### config.mk
export PLATFORM = sky130hd
export DESIGN_NAME = grace_period_checkpoint_tracker_flat
export DESIGN_NICKNAME = d
export VERILOG_FILES = /design/src/sv/gpct_pkg.sv /design/src/sv/gpct_in_if.sv /design/src/sv/gpct_out_if.sv /design/src/sv/gpct_cfg_if.sv /design/src/sv/grace_period_checkpoint_tracker.sv /design/src/flat_wrapper.sv
export SDC_FILE = /design/constraint.sdc
export NUM_CORES = 1
export LEC_CHECK = 0
export BUFFER_PORTS_ARGS = -buffer_cell sky130_fd_sc_hd__clkbuf_2
export CAP_MARGIN = 40
export CORE_UTILIZATION = 34
export DETAILED_ROUTE_END_ITERATION = 12
export GPL_ROUTABILITY_DRIVEN = 0
export PLACE_DENSITY = 0.48
export SYNTH_ARGS = -nofsm -noshare
export SYNTH_HDL_FRONTEND = slang
export SYNTH_SLANG_ARGS = --single-unit
export TNS_END_PERCENT = 50
### constraint.sdc
create_clock -name clk -period 13.05 [get_ports clk]
set_clock_uncertainty 0.2 [all_clocks]
set_input_delay 2.61 -clock clk [delete_from_list [all_inputs] [get_ports clk]]
set_output_delay 2.61 -clock clk [all_outputs]
set_load 0.02 [all_outputs]
### src/sv/gpct_pkg.sv
// grace period checkpoint tracker: shared types, codes and constants
// used by the channel interfaces, the top level and the checker; no dependencies

package gpct_pkg;

  localparam int NCPU_DEFAULT       = 8;
  localparam int COUNT_BITS_DEFAULT = 16;

  localparam int OP_W     = 2;
  localparam int CPU_W    = 3;
  localparam int STATUS_W = 2;
  localparam int KIND_W   = 2;
  localparam int REL_W    = 16;
  localparam int ID_W     = 32;
  localparam int THRESH_W = 16;

  localparam logic [ID_W-1:0]     INITIAL_GLOBAL_ID = 32'hFFFF_FFF6;
  localparam logic [THRESH_W-1:0] WARN_RESET        = 16'd10000;
  localparam logic [REL_W-1:0]    REL_MAX           = 16'hFFFF;

  typedef enum logic [OP_W-1:0] {
    OP_REGISTER   = 2'd0,
    OP_UNREGISTER = 2'd1,
    OP_TICK       = 2'd2,
    OP_DEFER      = 2'd3
  } opcode_t;

  typedef enum logic [STATUS_W-1:0] {
    ST_OK        = 2'd0,
    ST_ILLEGAL   = 2'd1,
    ST_SATURATED = 2'd2
  } status_t;

  typedef enum logic [KIND_W-1:0] {
    KIND_NONE      = 2'd0,
    KIND_COMMITTED = 2'd1,
    KIND_PERIODIC  = 2'd2,
    KIND_FAILED    = 2'd3
  } kind_t;

  typedef struct packed {
    status_t          status;
    kind_t            checkin_kind;
    logic             global_checkpoint;
    logic [REL_W-1:0] released_works;
    logic [ID_W-1:0]  checkpoint_id;
    logic             warning;
  } result_t;

endpackage

### src/sv/gpct_in_if.sv
// event request channel of the checkpoint tracker: valid, ready and event fields
// depends on gpct_pkg

interface gpct_in_if;
  import gpct_pkg::*;

  logic             valid;
  logic             ready;
  logic [OP_W-1:0]  opcode;
  logic [CPU_W-1:0] cpu_index;
  logic             in_read_cs;

  modport source (output valid, opcode, cpu_index, in_read_cs, input ready);
  modport sink   (input valid, opcode, cpu_index, in_read_cs, output ready);
endinterface

### src/sv/gpct_out_if.sv
// result channel of the checkpoint tracker: valid, ready and result fields
// depends on gpct_pkg

interface gpct_out_if;
  import gpct_pkg::*;

  logic                valid;
  logic                ready;
  logic [STATUS_W-1:0] status;
  logic [KIND_W-1:0]   checkin_kind;
  logic                global_checkpoint;
  logic [REL_W-1:0]    released_works;
  logic [ID_W-1:0]     checkpoint_id;
  logic                warning;

  modport source (output valid, status, checkin_kind, global_checkpoint, released_works,
                  checkpoint_id, warning, input ready);
  modport sink   (input valid, status, checkin_kind, global_checkpoint, released_works,
                  checkpoint_id, warning, output ready);
endinterface

### src/sv/gpct_cfg_if.sv
// configuration write channel of the checkpoint tracker: warn threshold data
// depends on gpct_pkg

interface gpct_cfg_if;
  import gpct_pkg::*;

  logic                valid;
  logic                ready;
  logic [THRESH_W-1:0] data;

  modport source (output valid, data, input ready);
  modport sink   (input valid, data, output ready);
endinterface

### src/sv/grace_period_checkpoint_tracker.sv
// grace period checkpoint tracker: register, unregister, tick and defer events
// result shown the cycle after its request is accepted; throughput 1 request per
// cycle while results are taken, set by the single pass of mask and counter logic
// ahead of the result register; ready stays high while it is empty or being taken
// synchronous reset clears masks, counts and warning, loads the initial global id
// depends on gpct_pkg, gpct_in_if, gpct_out_if, gpct_cfg_if

module grace_period_checkpoint_tracker #(
  parameter int NCPU       = gpct_pkg::NCPU_DEFAULT,
  parameter int COUNT_BITS = gpct_pkg::COUNT_BITS_DEFAULT
) (
  input  logic       clk,
  input  logic       rst,
  gpct_in_if.sink    in_ch,
  gpct_out_if.source out_ch,
  gpct_cfg_if.sink   cfg
);
  import gpct_pkg::*;

  localparam int RC_W = $clog2(NCPU + 1);
  localparam int TW   = (COUNT_BITS + 1 > THRESH_W) ? COUNT_BITS + 1 : THRESH_W;
  localparam int RW   = (COUNT_BITS > REL_W) ? COUNT_BITS : REL_W;
  localparam logic [COUNT_BITS-1:0] COUNT_MAX = '1;

  logic [THRESH_W-1:0]   warn_threshold;
  logic [NCPU-1:0]       registered_mask, registered_mask_next;
  logic [NCPU-1:0]       pending_mask, pending_mask_next;
  logic [RC_W-1:0]       registered_count, registered_count_next;
  logic [RC_W-1:0]       pending_count, pending_count_next;
  logic [ID_W-1:0]       global_id, global_id_next;
  logic [ID_W-1:0]       local_id [NCPU];
  logic [ID_W-1:0]       local_id_next [NCPU];
  logic [COUNT_BITS-1:0] cpu_pending_count [NCPU];
  logic [COUNT_BITS-1:0] cpu_pending_count_next [NCPU];
  logic [COUNT_BITS-1:0] current_gen_count, current_gen_count_next;
  logic [COUNT_BITS-1:0] older_gen_count, older_gen_count_next;
  logic                  warned, warned_next;

  result_t res, res_next;
  logic    out_valid;
  logic    accept;

  assign in_ch.ready = !out_valid || out_ch.ready;
  assign accept      = in_ch.valid && in_ch.ready;
  assign cfg.ready   = 1'b1;

  always_comb begin
    logic [NCPU-1:0]       sel;
    logic                  legal, is_reg, pend_hit, do_flush, do_commit, do_ckpt, sat;
    logic [ID_W-1:0]       lid;
    logic [COUNT_BITS-1:0] cpc;
    logic [COUNT_BITS:0]   sum;
    logic [TW-1:0]         total;
    logic [RW-1:0]         rel;
    logic [COUNT_BITS-1:0] rel_cnt;

    registered_mask_next   = registered_mask;
    pending_mask_next      = pending_mask;
    registered_count_next  = registered_count;
    pending_count_next     = pending_count;
    global_id_next         = global_id;
    local_id_next          = local_id;
    cpu_pending_count_next = cpu_pending_count;
    current_gen_count_next = current_gen_count;
    older_gen_count_next   = older_gen_count;
    warned_next            = warned;

    res_next.status            = ST_OK;
    res_next.checkin_kind      = KIND_NONE;
    res_next.global_checkpoint = 1'b0;
    res_next.warning           = 1'b0;

    do_flush  = 1'b0;
    do_commit = 1'b0;
    do_ckpt   = 1'b0;
    sat       = 1'b0;
    sum       = '0;
    total     = '0;
    rel_cnt   = '0;

    // one-hot processor select and its state
    legal = int'(in_ch.cpu_index) < NCPU;
    lid   = '0;
    cpc   = '0;
    for (int i = 0; i < NCPU; i++) begin
      sel[i] = (int'(in_ch.cpu_index) == i);
      if (sel[i]) begin
        lid = lid | local_id[i];
        cpc = cpc | cpu_pending_count[i];
      end
    end
    is_reg   = |(registered_mask & sel);
    pend_hit = |(pending_mask & sel);

    if (!legal) begin
      res_next.status = ST_ILLEGAL;
    end else begin
      unique case (opcode_t'(in_ch.opcode))
        OP_REGISTER: begin
          if (is_reg) begin
            res_next.status = ST_ILLEGAL;
          end else begin
            for (int i = 0; i < NCPU; i++) begin
              if (sel[i]) begin
                local_id_next[i] = global_id;
              end
            end
            registered_mask_next  = registered_mask | sel;
            registered_count_next = registered_count + RC_W'(1);
            if (registered_count_next == RC_W'(1) && pending_count == '0) begin
              do_ckpt = 1'b1;
            end
          end
        end
        OP_UNREGISTER: begin
          if (!is_reg) begin
            res_next.status = ST_ILLEGAL;
          end else begin
            do_flush              = 1'b1;
            do_commit             = 1'b1;
            registered_mask_next  = registered_mask & ~sel;
            registered_count_next = registered_count - RC_W'(1);
          end
        end
        OP_TICK: begin
          if (is_reg) begin
            do_flush = 1'b1;
            if (lid == global_id) begin
              res_next.checkin_kind = KIND_COMMITTED;
              do_commit             = 1'b1;
            end else if (in_ch.in_read_cs) begin
              res_next.checkin_kind = KIND_FAILED;
            end else begin
              for (int i = 0; i < NCPU; i++) begin
                if (sel[i]) begin
                  local_id_next[i] = global_id;
                end
              end
              res_next.checkin_kind = KIND_PERIODIC;
              do_commit             = 1'b1;
            end
          end
        end
        OP_DEFER: begin
          if (!is_reg) begin
            res_next.status = ST_ILLEGAL;
          end else begin
            sum = {1'b0, cpc} + (COUNT_BITS + 1)'(1);
            sat = sum[COUNT_BITS];
            for (int i = 0; i < NCPU; i++) begin
              if (sel[i]) begin
                cpu_pending_count_next[i] = sat ? COUNT_MAX : sum[COUNT_BITS-1:0];
              end
            end
          end
        end
      endcase
    end

    // move the processor's deferred works into the current generation
    if (do_flush) begin
      sum = {1'b0, current_gen_count} + {1'b0, cpc};
      if (sum[COUNT_BITS]) begin
        sat = 1'b1;
      end
      current_gen_count_next = sum[COUNT_BITS] ? COUNT_MAX : sum[COUNT_BITS-1:0];
      for (int i = 0; i < NCPU; i++) begin
        if (sel[i]) begin
          cpu_pending_count_next[i] = '0;
        end
      end
    end

    if (do_commit && pend_hit) begin
      pending_mask_next  = pending_mask & ~sel;
      pending_count_next = pending_count - RC_W'(1);
      if (pending_count_next == '0) begin
        do_ckpt = 1'b1;
      end
    end

    if (do_ckpt) begin
      total = TW'(current_gen_count_next) + TW'(older_gen_count);
      if (!warned && total >= TW'(warn_threshold)) begin
        warned_next      = 1'b1;
        res_next.warning = 1'b1;
      end
      if (registered_count_next == '0) begin
        sum = {1'b0, older_gen_count} + {1'b0, current_gen_count_next};
        if (sum[COUNT_BITS]) begin
          sat = 1'b1;
        end
        rel_cnt              = sum[COUNT_BITS] ? COUNT_MAX : sum[COUNT_BITS-1:0];
        older_gen_count_next = '0;
      end else begin
        pending_mask_next    = registered_mask_next;
        pending_count_next   = registered_count_next;
        rel_cnt              = older_gen_count;
        older_gen_count_next = current_gen_count_next;
      end
      current_gen_count_next     = '0;
      global_id_next             = global_id + ID_W'(1);
      res_next.global_checkpoint = 1'b1;
    end

    rel = RW'(rel_cnt);
    res_next.released_works = (rel > RW'(REL_MAX)) ? REL_MAX : rel[REL_W-1:0];
    res_next.checkpoint_id  = global_id_next;

    if (res_next.status == ST_OK && sat) begin
      res_next.status = ST_SATURATED;
    end
  end

  always_ff @(posedge clk) begin
    if (rst) begin
      warn_threshold    <= WARN_RESET;
      registered_mask   <= '0;
      pending_mask      <= '0;
      registered_count  <= '0;
      pending_count     <= '0;
      global_id         <= INITIAL_GLOBAL_ID;
      current_gen_count <= '0;
      older_gen_count   <= '0;
      warned            <= 1'b0;
      out_valid         <= 1'b0;
      for (int i = 0; i < NCPU; i++) begin
        local_id[i]          <= '0;
        cpu_pending_count[i] <= '0;
      end
    end else begin
      if (cfg.valid && cfg.ready) begin
        warn_threshold <= cfg.data;
      end
      if (accept) begin
        registered_mask   <= registered_mask_next;
        pending_mask      <= pending_mask_next;
        registered_count  <= registered_count_next;
        pending_count     <= pending_count_next;
        global_id         <= global_id_next;
        local_id          <= local_id_next;
        cpu_pending_count <= cpu_pending_count_next;
        current_gen_count <= current_gen_count_next;
        older_gen_count   <= older_gen_count_next;
        warned            <= warned_next;
        out_valid         <= 1'b1;
      end else if (out_ch.ready) begin
        out_valid <= 1'b0;
      end
    end
  end

  // result payload
  always_ff @(posedge clk) begin
    if (accept) begin
      res <= res_next;
    end
  end

  assign out_ch.valid             = out_valid;
  assign out_ch.status            = res.status;
  assign out_ch.checkin_kind      = res.checkin_kind;
  assign out_ch.global_checkpoint = res.global_checkpoint;
  assign out_ch.released_works    = res.released_works;
  assign out_ch.checkpoint_id     = res.checkpoint_id;
  assign out_ch.warning           = res.warning;

endmodule

### src/flat_wrapper.sv
// flat-port wrapper written by rule: the top's interface ports become plain ports
module grace_period_checkpoint_tracker_flat import gpct_pkg::*;
#(
  parameter int NCPU       = gpct_pkg::NCPU_DEFAULT,
  parameter int COUNT_BITS = gpct_pkg::COUNT_BITS_DEFAULT
)
  (clk, rst, in_ch_valid, in_ch_opcode, in_ch_cpu_index, in_ch_in_read_cs, in_ch_ready, out_ch_valid, out_ch_status, out_ch_checkin_kind, out_ch_global_checkpoint, out_ch_released_works, out_ch_checkpoint_id, out_ch_warning, out_ch_ready, cfg_valid, cfg_data, cfg_ready);
  gpct_in_if in_ch_i ();
  gpct_out_if out_ch_i ();
  gpct_cfg_if cfg_i ();
  input  logic clk;
  input  logic rst;
  input wire logic [$bits(in_ch_i.valid)-1:0] in_ch_valid;
  input wire logic [$bits(in_ch_i.opcode)-1:0] in_ch_opcode;
  input wire logic [$bits(in_ch_i.cpu_index)-1:0] in_ch_cpu_index;
  input wire logic [$bits(in_ch_i.in_read_cs)-1:0] in_ch_in_read_cs;
  output wire logic [$bits(in_ch_i.ready)-1:0] in_ch_ready;
  output wire logic [$bits(out_ch_i.valid)-1:0] out_ch_valid;
  output wire logic [$bits(out_ch_i.status)-1:0] out_ch_status;
  output wire logic [$bits(out_ch_i.checkin_kind)-1:0] out_ch_checkin_kind;
  output wire logic [$bits(out_ch_i.global_checkpoint)-1:0] out_ch_global_checkpoint;
  output wire logic [$bits(out_ch_i.released_works)-1:0] out_ch_released_works;
  output wire logic [$bits(out_ch_i.checkpoint_id)-1:0] out_ch_checkpoint_id;
  output wire logic [$bits(out_ch_i.warning)-1:0] out_ch_warning;
  input wire logic [$bits(out_ch_i.ready)-1:0] out_ch_ready;
  input wire logic [$bits(cfg_i.valid)-1:0] cfg_valid;
  input wire logic [$bits(cfg_i.data)-1:0] cfg_data;
  output wire logic [$bits(cfg_i.ready)-1:0] cfg_ready;
  assign in_ch_i.valid = in_ch_valid;
  assign in_ch_i.opcode = in_ch_opcode;
  assign in_ch_i.cpu_index = in_ch_cpu_index;
  assign in_ch_i.in_read_cs = in_ch_in_read_cs;
  assign in_ch_ready = in_ch_i.ready;
  assign out_ch_valid = out_ch_i.valid;
  assign out_ch_status = out_ch_i.status;
  assign out_ch_checkin_kind = out_ch_i.checkin_kind;
  assign out_ch_global_checkpoint = out_ch_i.global_checkpoint;
  assign out_ch_released_works = out_ch_i.released_works;
  assign out_ch_checkpoint_id = out_ch_i.checkpoint_id;
  assign out_ch_warning = out_ch_i.warning;
  assign out_ch_i.ready = out_ch_ready;
  assign cfg_i.valid = cfg_valid;
  assign cfg_i.data = cfg_data;
  assign cfg_ready = cfg_i.ready;
  grace_period_checkpoint_tracker #(.NCPU(NCPU), .COUNT_BITS(COUNT_BITS)) u_core (.clk(clk), .rst(rst), .in_ch(in_ch_i), .out_ch(out_ch_i), .cfg(cfg_i));
endmodule
== Word level (Yosys, flattened, before mapping) ==
Cells that the tools add are included.

* Add/subtract/negate cells: 7
* Magnitude comparators: 2
* Equal/unequal tests: 16
* Muxes and demuxes: 96
* Bitwise gates (word level): 22
* Reduce and logical (&&, ||, !) cells: 25

{| class="wikitable"
|+ Operator list
! operator !! number
|-
| two-way mux 256 bit || 4
|-
| two-way mux 32 bit || 17
|-
| two-way mux 16 bit || 32
|-
| one-hot mux 256 bit (2 select lines) || 1
|-
| two-way mux 128 bit || 3
|-
| bitwise OR 32 bit || 7
|-
| bitwise OR 16 bit || 7
|-
| two-way mux 8 bit || 5
|-
| adder 16 x 16 -> 17 bit || 2
|-
| adder 32 x 1 -> 32 bit, second input constant || 1
|-
| bitwise AND 8 bit || 4
|-
| == test 32 bit || 1
|-
| two-way mux 1 bit || 25
|-
| two-way mux 4 bit || 5
|-
| adder 16 x 1 -> 17 bit, second input constant || 1
|-
| >= comparator 17 x 16 -> 1 bit || 1
|-
| greater-than comparator 16 bit, second input constant || 1
|-
| one-hot mux 8 bit (2 select lines) || 1
|-
| OR reduction 8 bit || 2
|-
| == test 3 bit, second input constant || 4
|-
| logical NOT 4 bit || 3
|-
| inverter 8 bit || 1
|-
| bitwise OR 8 bit || 1
|-
| one-hot mux 4 bit (2 select lines) || 1
|-
| 23 further kinds || 38
|}

* Flip-flop bits (word level): 544
* Bits of input ports: 27
* Logic and storage cells: 201

== Longest topological paths before layout ==
* Depth in word-level cells: 25
* Depth in mapped cells: 39
* Depth with buffers taken out: 33

== Worst setup path after synthesis ==
No wires, ideal clock.

* Kind: in2reg
* Start: input in_ch_cpu_index[0]
* End: register u_core.res, in the netlist u_core.out_ch.warning (data pin)
* Setup time: 275 ps
* Arrival time: 9,483 ps
* Slack: 3,091 ps
* Cell stages on the path: 39
* Path buffers: 6
* Cells stage by stage: buf_6 buf_4 buf_4 buf_2 buf_4 mux4_2 nand2_1 nand2_1 ha_1 inv_1 fa_1 nor2b_1 o31a_1 o211ai_1 a31oi_1 o41ai_1 o21a_1 clkbuf_1 (+3 left out) fa_1 nor2b_1 o21ai_0 a21boi_0 o21ai_0 o21ai_0 a211oi_1 nor2_1 ha_1 a21o_1 a21oi_1 nor2b_1 o21ai_0 nand2b_1 a21oi_1 nor2b_1 a2111oi_0 nor3_1

* Cells in the longest elaborated chain, start to end: 23

{| class="wikitable"
|+ Ends and longest elaborated chain
! item !! RTL line !! RTL
|-
| start, declared || flat_wrapper.sv:15 || <nowiki>input wire logic [$bits(in_ch_i.cpu_index)-1:0] in_ch_cpu_index;</nowiki>
|-
| logical NOT 3 bit || grace_period_checkpoint_tracker.sv:86 || <nowiki>sel[i] = (int'(in_ch.cpu_index) == i);</nowiki>
|-
| two-way mux 16 bit || grace_period_checkpoint_tracker.sv:87 || <nowiki>if (sel[i]) begin</nowiki>
|-
| bitwise OR 16 bit || grace_period_checkpoint_tracker.sv:89 || <nowiki>cpc = cpc | cpu_pending_count[i];</nowiki>
|-
| two-way mux 16 bit || grace_period_checkpoint_tracker.sv:87 ||
|-
| bitwise OR 16 bit || grace_period_checkpoint_tracker.sv:89 ||
|-
| two-way mux 16 bit || grace_period_checkpoint_tracker.sv:87 ||
|-
| bitwise OR 16 bit || grace_period_checkpoint_tracker.sv:89 ||
|-
| two-way mux 16 bit || grace_period_checkpoint_tracker.sv:87 ||
|-
| (+7 left out) || -- ||
|-
| two-way mux 16 bit || grace_period_checkpoint_tracker.sv:87 ||
|-
| adder 16 x 16 -> 17 bit || grace_period_checkpoint_tracker.sv:162 || <nowiki>sum = {1'b0, current_gen_count} + {1'b0, cpc};</nowiki>
|-
| two-way mux 16 bit || grace_period_checkpoint_tracker.sv:166 || <nowiki>current_gen_count_next = sum[COUNT_BITS] ? COUNT_MAX : sum[COUNT_BITS-1:0];</nowiki>
|-
| two-way mux 16 bit || grace_period_checkpoint_tracker.sv:161 || <nowiki>if (do_flush) begin</nowiki>
|-
| adder 16 x 16 -> 17 bit || grace_period_checkpoint_tracker.sv:183 || <nowiki>total = TW'(current_gen_count_next) + TW'(older_gen_count);</nowiki>
|-
| >= comparator 17 x 16 -> 1 bit || grace_period_checkpoint_tracker.sv:184 || <nowiki>if (!warned && total >= TW'(warn_threshold)) begin</nowiki>
|-
| logical AND 1 bit || grace_period_checkpoint_tracker.sv:184 ||
|-
| two-way mux 1 bit || grace_period_checkpoint_tracker.sv:184 ||
|-
| end signal, assigned || grace_period_checkpoint_tracker.sv:256 || <nowiki>res <= res_next;</nowiki>
|-
| end, declared || grace_period_checkpoint_tracker.sv:39 || <nowiki>result_t res, res_next;</nowiki>
|}

Several ways; a longest one is shown, not always the timed one.
A chain may end at the register's enable or synchronous reset.

== Worst setup path after layout ==
Same ends and word-level chain as after synthesis.

==> metrics.txt <==
# TYPE chip_impl_metric gauge
chip_impl_metric{name="pre_cts_slack",unit="ns"} 2.26
chip_impl_metric{name="detailedRoute.firstIterationViolations",unit=""} 1559
chip_impl_metric{name="compound_cell_area_share_of_the_yosys_netlist",unit="%"} 11.6
chip_impl_metric{name="setup_slack",unit="ns"} 2.83
chip_impl_metric{name="critical_path_peak_fanout",unit=""} 65
chip_impl_metric{name="post_synth_and_or_nand_nor_area_fraction",unit="%"} 16.9
chip_impl_info{name="run_status",value="complete, no violations"} 1
chip_impl_metric{name="cts_sinks",unit=""} 544
chip_impl_metric{name="nFillCells",unit=""} 7773
chip_impl_metric{name="routed_wl",unit="mm"} 83.7
chip_impl_metric{name="yosys.area_share.xor_xnor",unit="%"} 2.72
chip_impl_metric{name="clock_insertion_delay_worst_skew",unit="ns"} 0.63
chip_impl_metric{name="vias_per_cell",unit=""} 5.38
chip_impl_metric{name="cellPowerDensity",unit="nW/µm²"} 125
chip_impl_metric{name="initial_antenna_violation_count",unit=""} 0
chip_impl_metric{name="worst_slew_margin",unit="%"} 33.4
chip_impl_metric{name="tritoncts.num_buffers",unit=""} 67
chip_impl_info{name="cts_tree",value="yes"} 1
chip_impl_info{name="rsz0062_at_grt",value="no"} 1
chip_impl_metric{name="post_synth_fa_ha_maj_area_fraction",unit="%"} 2.96
chip_impl_metric{name="post_cts_buffers",unit=""} 0
chip_impl_metric{name="clock.fmax",unit="MHz"} 97.9
chip_impl_info{name="synth.cells.most_frequent",value="490 x sky130_fd_sc_hd__dfxtp_1, 391 x sky130_fd_sc_hd__nor2_1, 369 x sky130_fd_sc_hd__nand2_1"} 1
chip_impl_metric{name="via_count_of_the_first_global_routing_pass",unit=""} 21500
chip_impl_metric{name="final_hold_viol_count",unit=""} 0
chip_impl_info{name="kind_of_end_point_of_the_critical_path",value="flip-flop"} 1
chip_impl_metric{name="grt_max_degree",unit=""} 221
chip_impl_metric{name="detailroute.via_count",unit=""} 21600
chip_impl_metric{name="core_region_area",unit="µm²"} 77600
chip_impl_metric{name="ir_drop",unit="mV"} 0.0897
chip_impl_metric{name="fin_cells",unit=""} 4012
chip_impl_info{name="yosysTopAreaCell",value="sky130_fd_sc_hd__dfxtp_1"} 1
chip_impl_info{name="synth_top_family_by_area",value="multiplexers"} 1
chip_impl_metric{name="drtPass1Iterations",unit=""} 5
chip_impl_metric{name="grt_first_pass_wirelength",unit="mm"} 129
chip_impl_metric{name="postSynthAreaPerCell",unit="µm²"} 9.14
chip_impl_metric{name="numPortBuffers",unit=""} 82
chip_impl_metric{name="drv.max_cap_violation_count",unit=""} 0
chip_impl_metric{name="yosys_warning_total",unit=""} 0
chip_impl_info{name="worstSetupStartpointType",value="input port"} 1
chip_impl_metric{name="synth_top_area_share",unit="%"} 36.8
chip_impl_info{name="yosysMostFrequentCell",value="sky130_fd_sc_hd__dfxtp_1"} 1
chip_impl_metric{name="worst_r2r_path_depth",unit=""} 31
chip_impl_metric{name="synth_cell_types",unit=""} 81
chip_impl_metric{name="clk_pin_slew",unit="ns"} 0.05
chip_impl_metric{name="maxSlewViolCount",unit=""} 0
chip_impl_metric{name="die_extent_in_x",unit="µm"} 282
chip_impl_info{name="worstSetupPathType",value="input port to flip-flop"} 1
chip_impl_metric{name="layout-area-overhead-vs-synth",unit="%"} 14.1
chip_impl_metric{name="setup_tns",unit="ns"} 0
chip_impl_metric{name="seq_area_frac_synth",unit="%"} 42.8
chip_impl_metric{name="worst-endpoint-arrival",unit="ns"} 10.36
chip_impl_metric{name="synth_mux_area_share",unit="%"} 18.5
chip_impl_info{name="worst_path_max_delay_cell",value="sky130_fd_sc_hd__o21a_1"} 1
chip_impl_metric{name="fin_crit",unit="ns"} 10.22
chip_impl_metric{name="die-height",unit="µm"} 282
chip_impl_metric{name="final-setup-viol-count",unit=""} 0
chip_impl_metric{name="ctsLongestPathBuffers",unit=""} 3
chip_impl_metric{name="ctsHoldBuffers",unit=""} 0
chip_impl_metric{name="drc_violations",unit=""} 0
chip_impl_metric{name="fin_nets",unit=""} 3010
chip_impl_metric{name="cts.repair.resized",unit=""} 0
chip_impl_metric{name="design.die.area",unit="µm²"} 79600
chip_impl_metric{name="max_slew.worst_pin.slew",unit="ns"} 1.00
chip_impl_info{name="clock-root-buffer",value="sky130_fd_sc_hd__clkbuf_16"} 1
chip_impl_metric{name="synth_nets",unit=""} 3010
chip_impl_metric{name="route.antenna.remaining_nets",unit=""} 0
chip_impl_metric{name="whs_path_cells",unit=""} 2
chip_impl_metric{name="cts-htree-levels",unit=""} 3
chip_impl_metric{name="num_antenna_cells",unit=""} 0
chip_impl_metric{name="timing.final.crit_share",unit="%"} 78.3
chip_impl_metric{name="grt_overflow_total",unit=""} 0
chip_impl_metric{name="timing.hold.ws",unit="ns"} 0.254
chip_impl_metric{name="endpoint_required_time_on_the_critical_path",unit="ns"} 13.20
chip_impl_metric{name="layout.area.seq",unit="µm²"} 11400
chip_impl_metric{name="io_pins",unit=""} 84
chip_impl_metric{name="power_leakage",unit="µW"} 0.0119
chip_impl_metric{name="initial_core_utilization",unit="%"} 34.4
chip_impl_metric{name="multiInputGateArea",unit="µm²"} 14200
chip_impl_metric{name="track_usage",unit="%"} 21.0
chip_impl_metric{name="avgRoutedWirePerCell",unit="µm"} 20.9
chip_impl_metric{name="worst_path_largest_cell_delay",unit="ns"} 0.64
chip_impl_metric{name="share_of_final_layout_standard_cells_stronger_than_drive_strength_1",unit="%"} 12.0
chip_impl_metric{name="dpl.cell_count",unit=""} 3892
chip_impl_metric{name="place.detailed.hpwl",unit="mm"} 54.6
chip_impl_info{name="ys_dominant_reg_cell",value="sky130_fd_sc_hd__dfxtp_1"} 1
chip_impl_metric{name="number_of_enable_flip_flop_cells_after_synthesis",unit=""} 54
chip_impl_metric{name="synth_seq_cells",unit=""} 544
chip_impl_metric{name="netlist_area_before_placement",unit="µm²"} 26700
chip_impl_info{name="worst_hold_path_type",value="flip-flop to flip-flop"} 1
chip_impl_metric{name="post_synth_inst_count",unit=""} 2921
chip_impl_metric{name="row_count",unit=""} 102
chip_impl_metric{name="asyncSetResetFlopFracSynth",unit="%"} 0
chip_impl_info{name="yosys-top-cells-area",value="sky130_fd_sc_hd__dfxtp_1 37%, sky130_fd_sc_hd__mux2i_1 14%, sky130_fd_sc_hd__edfxtp_1 6.1%"} 1
==> stage by stage <==
| step | instance area, µm² | util (%) | total power, µW |
|---|---|---|---|
| final | 30500 | 39.2 | 3810 |
| after global routing | 30500 | 39.2 | 3940 |
| after CTS | 30500 | 39.2 | 3860 |
| after detailed placement | 28200 | 36.4 | 1970 |
| after global placement | 27900 | 35.9 | 1970 |
| after floorplan | 26700 | - | 1900 |
==> sequential cells by signal (all words and copies together), names as in the netlist, 2 cells and up <==
name and cells:
u_core.out_ch.checkin_kind 2, u_core.local_id 256, u_core.out_ch.status 2, u_core.out_ch.released_works 16, u_core.global_id 32, u_core.pending_mask 8
u_core.cpu_pending_count 128, u_core.older_gen_count 16, u_core.current_gen_count 16, u_core.out_ch.checkpoint_id 32, u_core.warn_threshold 16, u_core.pending_count 4
u_core.registered_count 4, u_core.registered_mask 8
==> metal layers <==
| metal | GRT usage, % | up-vias | wire length, µm |
|---|---|---|---|
| met4 | 8.81 | 0 | 3390 |
| met5 | 0 | - | 0 |
| met2 | 34.1 | 546 | 38300 |
| li1 | - | 10300 | - |
| met1 | 27.5 | 10600 | 37800 |
| met3 | 3.72 | 177 | 4190 |
==> path summary, 6_finish.rpt <==
check / startpoint / endpoint / slack, ns
min: u_core.cpu_pending_count[25] / u_core.cpu_pending_count[25] / 0.25
max: in_ch_cpu_index[0] / u_core.out_ch.warning / 2.83
max reg2reg: u_core.cpu_pending_count[34] / u_core.out_ch.warning / 5.24
min reg2reg: u_core.cpu_pending_count[25] / u_core.cpu_pending_count[25] / 0.25
==> cell usage in the layout (no fill, tap or decap), types with 51 or more instances in the layout <==
| cell type | count |
|---|---|
| sky130_fd_sc_hd__a21oi_1 | 225 |
| sky130_fd_sc_hd__and3_1 | 52 |
| sky130_fd_sc_hd__clkbuf_16 | 69 |
| sky130_fd_sc_hd__clkbuf_2 | 79 |
| sky130_fd_sc_hd__dfxtp_1 | 490 |
| sky130_fd_sc_hd__edfxtp_1 | 54 |
| sky130_fd_sc_hd__ha_1 | 60 |
| sky130_fd_sc_hd__mux2i_1 | 363 |
| sky130_fd_sc_hd__mux4_2 | 54 |
| sky130_fd_sc_hd__nand2_1 | 365 |
| sky130_fd_sc_hd__nand3_1 | 75 |
| sky130_fd_sc_hd__nor2_1 | 384 |
| sky130_fd_sc_hd__o21ai_0 | 78 |
| sky130_fd_sc_hd__xnor2_1 | 51 |
==> cell type report <==
type | instances | area share (%)
clock buffer | 103 | 6.68
clock inverter | 17 | 0.608
inverter | 51 | 0.637
multi-input combinational | 2106 | 46.5
sequential | 544 | 37.5
tap | 1040 | 4.27
timing repair buffer | 151 | 3.74
==> report_power, final <==
group | total [µW] | switching (µW) | internal [µW]
clock network | 1870 | 756 | 1120
logic | 223 | 156 | 66.7
registers | 1710 | 8.65 | 1700
total | 3810 | 921 | 2890
==> worst max-delay path: cells and delay by family <==
family                   cells  cell delay [ns]
AO/OA/AOI/OAI               16             4.37
buffers and inverters        3             0.71
AND/OR/NAND/NOR              7             0.60
multiplexers                 2             0.93
adder cells (fa/ha/maj)      4             1.11
==> cells by family after synthesis <==
kind of cell             Yosys count
AO/OA/AOI/OAI                    497
XOR/XNOR                          83
adder cells (fa/ha/maj)           62
buffers and inverters            271
flip-flops                       544
multiplexers                     426
other                              1
AND/OR/NAND/NOR                 1037
No activity file was read; power rests on OpenSTA's default activity.
